**config.mk**
```make
export PLATFORM = sky130hd
export DESIGN_NAME = satslru_ctrl
export DESIGN_NICKNAME = d
export VERILOG_FILES = /design/src/rtl/set_assoc_tag_store_lru_unit_macros.svh /design/src/rtl/satslru_pkg.sv /design/src/rtl/satslru_ctrl.sv
export SDC_FILE = /design/constraint.sdc
export NUM_CORES = 1
export LEC_CHECK = 0
export BUFFER_PORTS_ARGS = -buffer_cell sky130_fd_sc_hd__buf_2
export CAP_MARGIN = 5
export CORE_AREA = 3 3 40 42
export DETAILED_ROUTE_END_ITERATION = 16
export DIE_AREA = 0 0 43 45
export SKIP_LAST_GASP = 1
export SYNTH_ARGS = -nofsm -noshare
export SYNTH_HDL_FRONTEND = slang
export SYNTH_SLANG_ARGS = --single-unit
```
**constraint.sdc**
```tcl
create_clock -name clk -period 3.1 [get_ports clk]
set_clock_uncertainty 0.1 [all_clocks]
set_input_delay 0.31 -clock clk [delete_from_list [all_inputs] [get_ports clk]]
set_output_delay 0.31 -clock clk [all_outputs]
set_load 0.02 [all_outputs]
```
**src/rtl/set_assoc_tag_store_lru_unit_macros.svh**
```systemverilog
// Assertion macros for the set-associative tag store.
`ifndef SET_ASSOC_TAG_STORE_LRU_UNIT_MACROS_SVH
`define SET_ASSOC_TAG_STORE_LRU_UNIT_MACROS_SVH
`ifndef SYNTHESIS
`define SATSLRU_ASSERT_SAME(lbl, ante, cons) \
	lbl: assert property (@(posedge clk) disable iff (!arst_n) (ante) |-> (cons)) \
		else $error("satslru same-cycle check failed");
`define SATSLRU_ASSERT_NEXT(lbl, ante, cons) \
	lbl: assert property (@(posedge clk) disable iff (!arst_n) (ante) |=> (cons)) \
		else $error("satslru next-cycle check failed");
`else
`define SATSLRU_ASSERT_SAME(lbl, ante, cons)
`define SATSLRU_ASSERT_NEXT(lbl, ante, cons)
`endif
`endif

```
**src/rtl/satslru_pkg.sv**
```systemverilog
// Shared types and constants for the set-associative tag store.
`default_nettype none
package satslru_pkg;
	localparam int unsigned CTR_THRESH = 3;
	localparam int unsigned VTAG_W = 18;
	localparam int unsigned S_DATA_W = 40;
	localparam int unsigned M_DATA_W = 32;

	typedef enum logic [2:0] {
		OP_TOUCH = 3'd0,
		OP_FILL  = 3'd1,
		OP_QUERY = 3'd2,
		OP_SET   = 3'd3,
		OP_UP    = 3'd4,
		OP_DOWN  = 3'd5
	} op_t;

	localparam logic [2:0] ST_INVALID    = 3'd0;
	localparam logic [2:0] ST_MODIFIED   = 3'd1;
	localparam logic [2:0] ST_SHMODIFIED = 3'd3;

	typedef enum logic [1:0] {
		FSM_CLEAR = 2'd0,
		FSM_IDLE  = 2'd1,
		FSM_MOD   = 2'd2,
		FSM_EVAL  = 2'd3
	} fsm_t;

	typedef struct packed {
		logic clear_wr;
		logic accept;
		logic mod_step;
		logic rd_en;
		logic commit;
	} cmd_t;

	typedef struct packed {
		logic clear_last;
		logic mod_done;
		logic out_busy;
	} sts_t;
endpackage
`default_nettype wire

```
**src/rtl/satslru_ctrl.sv**
```systemverilog
// Controller state machine for the set-associative tag store.
`default_nettype none
module satslru_ctrl (
	input  wire logic              clk,
	input  wire logic              arst_n,
	input  wire logic              s_tvalid,
	output logic                   s_tready,
	input  wire satslru_pkg::sts_t sts,
	output satslru_pkg::cmd_t      cmd
);
	import satslru_pkg::*;

	fsm_t state_q, state_d;

	always_ff @(posedge clk or negedge arst_n) begin
		if (!arst_n) begin
			state_q <= FSM_CLEAR;
		end else begin
			state_q <= state_d;
		end
	end

	always_comb begin
		state_d = state_q;
		case (state_q)
			FSM_CLEAR: begin
				if (sts.clear_last) state_d = FSM_IDLE;
			end
			FSM_IDLE: begin
				if (s_tvalid) state_d = FSM_MOD;
			end
			FSM_MOD: begin
				if (sts.mod_done) state_d = FSM_EVAL;
			end
			FSM_EVAL: begin
				if (!sts.out_busy) state_d = FSM_IDLE;
			end
			default: state_d = FSM_CLEAR;
		endcase
	end

	always_comb begin
		cmd = '0;
		s_tready = 1'b0;
		case (state_q)
			FSM_CLEAR: begin
				cmd.clear_wr = 1'b1;
			end
			FSM_IDLE: begin
				s_tready = 1'b1;
				cmd.accept = s_tvalid;
			end
			FSM_MOD: begin
				cmd.mod_step = !sts.mod_done;
				cmd.rd_en = sts.mod_done;
			end
			FSM_EVAL: begin
				cmd.commit = !sts.out_busy;
			end
			default: begin
				cmd = '0;
			end
		endcase
	end
endmodule
`default_nettype wire

```
==> results.json <==
{
  "place.gp.congestion": 0.652,
  "intPower_mw": 0.180,
  "crit_type": "register to output port",
  "io_buffers": 11,
  "nets": 47,
  "postRouteAntennaNets": 0,
  "antenna_found_initial": 0,
  "finalWirelength_um": 437,
  "fillCellCount": 134,
  "min_path_type": "primary input to asynchronous set/reset pin",
  "cts.sinks": 2,
  "swShare_pct": 42.7,
  "synth_area_um2": 219,
  "wl_per_cell_um": 8.92,
  "area_growth_pct": 48.6,
  "stdcell_area_um2": 325,
  "die_width_um": 43,
  "synthTopCellsByArea": "ha_1, dfrtp_1, nand4b_4",
  "relSlewSlack_pct": 89.6,
  "synthCells": 19,
  "drive_gt1_share_pct": 52.9,
  "cts_buffers": 3,
  "holdWs_ns": 0.296,
  "p_clk_share_pct": 18.6,
  "final-seq-area_um2": 50.0,
  "p_switching_mw": 0.134,
  "row_count": 13,
  "setup_viol": 0,
  "synth_edf_count": 0,
  "max_clock_freq_mhz": 600,
  "worstMarginPinSlew_ns": 0.152,
  "insertedDiodeCount": 0,
  "async_flop_share_pct": 100,
  "multiInputGateArea_um2": 161,
  "power_leakage_nw": 0.180,
  "end_kind": "output port",
  "dpl-instance-area_um2": 293,
  "cts_tree": "done",
  "core_area_mm2": 0.00128,
  "power.share.sequential_pct": 17.5,
  "clk_pin_slew_worst_paths_ns": 0.03,
  "gr-total-overflow": 0,
  "synth_commonest_cells": "ha_1, dfrtp_1, inv_1, nand2b_1",
  "crit_path_max_incr_delay_ns": 0.39,
  "htree_levels": 1,
  "via_per_inst": 3.61,
  "crit_required_ns": 2.69,
  "crit_fanout": 4,
  "via_count": 177,
  "largest_reg_flops": 2,
  "grt_pass1_vias": 169,
  "crit_slowest_cell": "dfrtp_1",
  "finalCritPeriodShare_pct": 53.7,
  "rsz0062_at_grt": "no",
  "grt_pass1_wl_um": 717,
  "die_h_um": 45,
  "grt_usage_pct": 5.67,
  "drc": 0,
  "path_cells": "inv_1 > ha_1 > and2_2 > buf_2",
  "min_period_ns": 1.67,
  "peakVddDrop_mv": 0.428,
  "yosys.area.top_type": "ha_1",
  "grt_max_degree": 5,
  "dieArea_mm2": 0.00194,
  "regMostFlops": "state_q",
  "yosys_warnings": 0,
  "ios": 12,
  "arrival_ns": 1.26,
  "initial_utilization_pct": 17.0,
  "finalMaxSlewViolations": 0,
  "finalHoldViolCount": 0,
  "drt_iter0_drc": 0,
  "synth_ff_type": "dfrtp_1",
  "status": "completed",
  "root_buffer": "clkbuf_4",
  "clockBufferDepth": 2,
  "ys_seq_area_share_pct": 22.9,
  "yosysMostFrequentCell": "ha_1",
  "pwr-share-comb_pct": 63.9,
  "syn-num-nets": 30,
  "tns_ns": 0,
  "post_cts_buffers": 0,
  "synth_cell_types": 12,
  "ys_ff_latch": 2,
  "drt-pass1-iter-count": 1,
  "clk_latency_ns": 0.22,
  "crit_path_start_kind": "register",
  "maxCapViolCount": 0,
  "yosysTopAreaCellShare_pct": 28.6,
  "powerDensity_mw_per_mm2": 964,
  "largestRegisters": "state_q x2",
  "avgSynthCellArea_um2": 11.5
}
area by class of cell:
type	count	share of cell area, %
multi-input combinational	15	49.6
tap	15	5.77
clock buffer	3	6.92
inverter	2	2.31
sequential	2	15.4
timing repair buffer	12	20.0
layout by cell type (no fill, tap or decap):
master,instances
and2_1,1
nand4b_4,1
clkbuf_4,3
nand2_1,1
mux2_4,1
nor2b_1,1
mux2i_1,1
and2_2,1
dfrtp_1,2
ha_1,5
nand2b_1,2
nor2b_4,1
buf_2,11
dlygate4sd3_1,1
inv_1,2
cell families after synthesis:
group | count (synthesis) | share of synthesized area, %
buffers and inverters | 2 | 3.43
adder cells (fa/ha/maj) | 5 | 28.6
AND/OR/NAND/NOR | 8 | 33.7
multiplexers | 2 | 11.4
flip-flops | 2 | 22.9
per-layer routing:
layer	GRT usage, %	vias up	routed length, um	part of all wire, %
li1	-	90	-	-
met1	6.04	71	201	46
met2	6.89	14	150	34
met3	1.99	2	69	16
met4	9.04	0	15	3.4
met5	0	-	0	0
path summary, 6_finish.rpt:
path	depth (start not counted)	endpoint	slack, ns	from
worst max-delay path	4	cmd[1]	1.43	state_q[0]
worst min-delay path	2	state_q[1]	0.30	arst_n
worst max register to register	5	state_q[1]	1.57	state_q[0]
worst min register to register	1	state_q[1]	0.48	state_q[1]
max in group asynchronous	2	state_q[0]	2.51	arst_n
min in group clk	4	state_q[0]	0.39	sts[0]
power by group through the flow:
stage	logic [mW]	clock network (mW)	registers, mW
2_1_floorplan	0.156	0	0.0518
3_3_place_gp	0.199	0	0.0548
3_5_place_dp	0.198	0	0.0552
4_1_cts	0.201	0.0630	0.0548
5_1_grt	0.217	0.0636	0.0588
6_report	0.200	0.0584	0.0548
worst max-delay path: cells and delay by family (launching register included):
kind | cells | cell delay (ns)
and+or+nand+nor | 1 | 0.18
adders and majority gates | 1 | 0.21
buffers and inverters | 2 | 0.25
DFF | 1 | 0.39
stage by stage:
| stage | setup WS, ns | std cells | total power [mW] | util, % |
|---|---|---|---|---|
| floorplan | 1.57 | 19 | 0.208 | - |
| global placement | 1.59 | 45 | 0.253 | 22.8 |
| detailed placement | 1.58 | 45 | 0.253 | 22.8 |
| CTS | 1.42 | 49 | 0.319 | 25.3 |
| global route | 1.36 | 49 | 0.340 | 25.3 |
| finish | 1.43 | 49 | 0.314 | 25.3 |
repair_timing:
item | in CTS | in global routing
gates resized for setup | 0 | 0
hold buffers | 1 | 0
endpoints found under the hold margin | 2 | 0
Power figures use the tool's default switching activity.
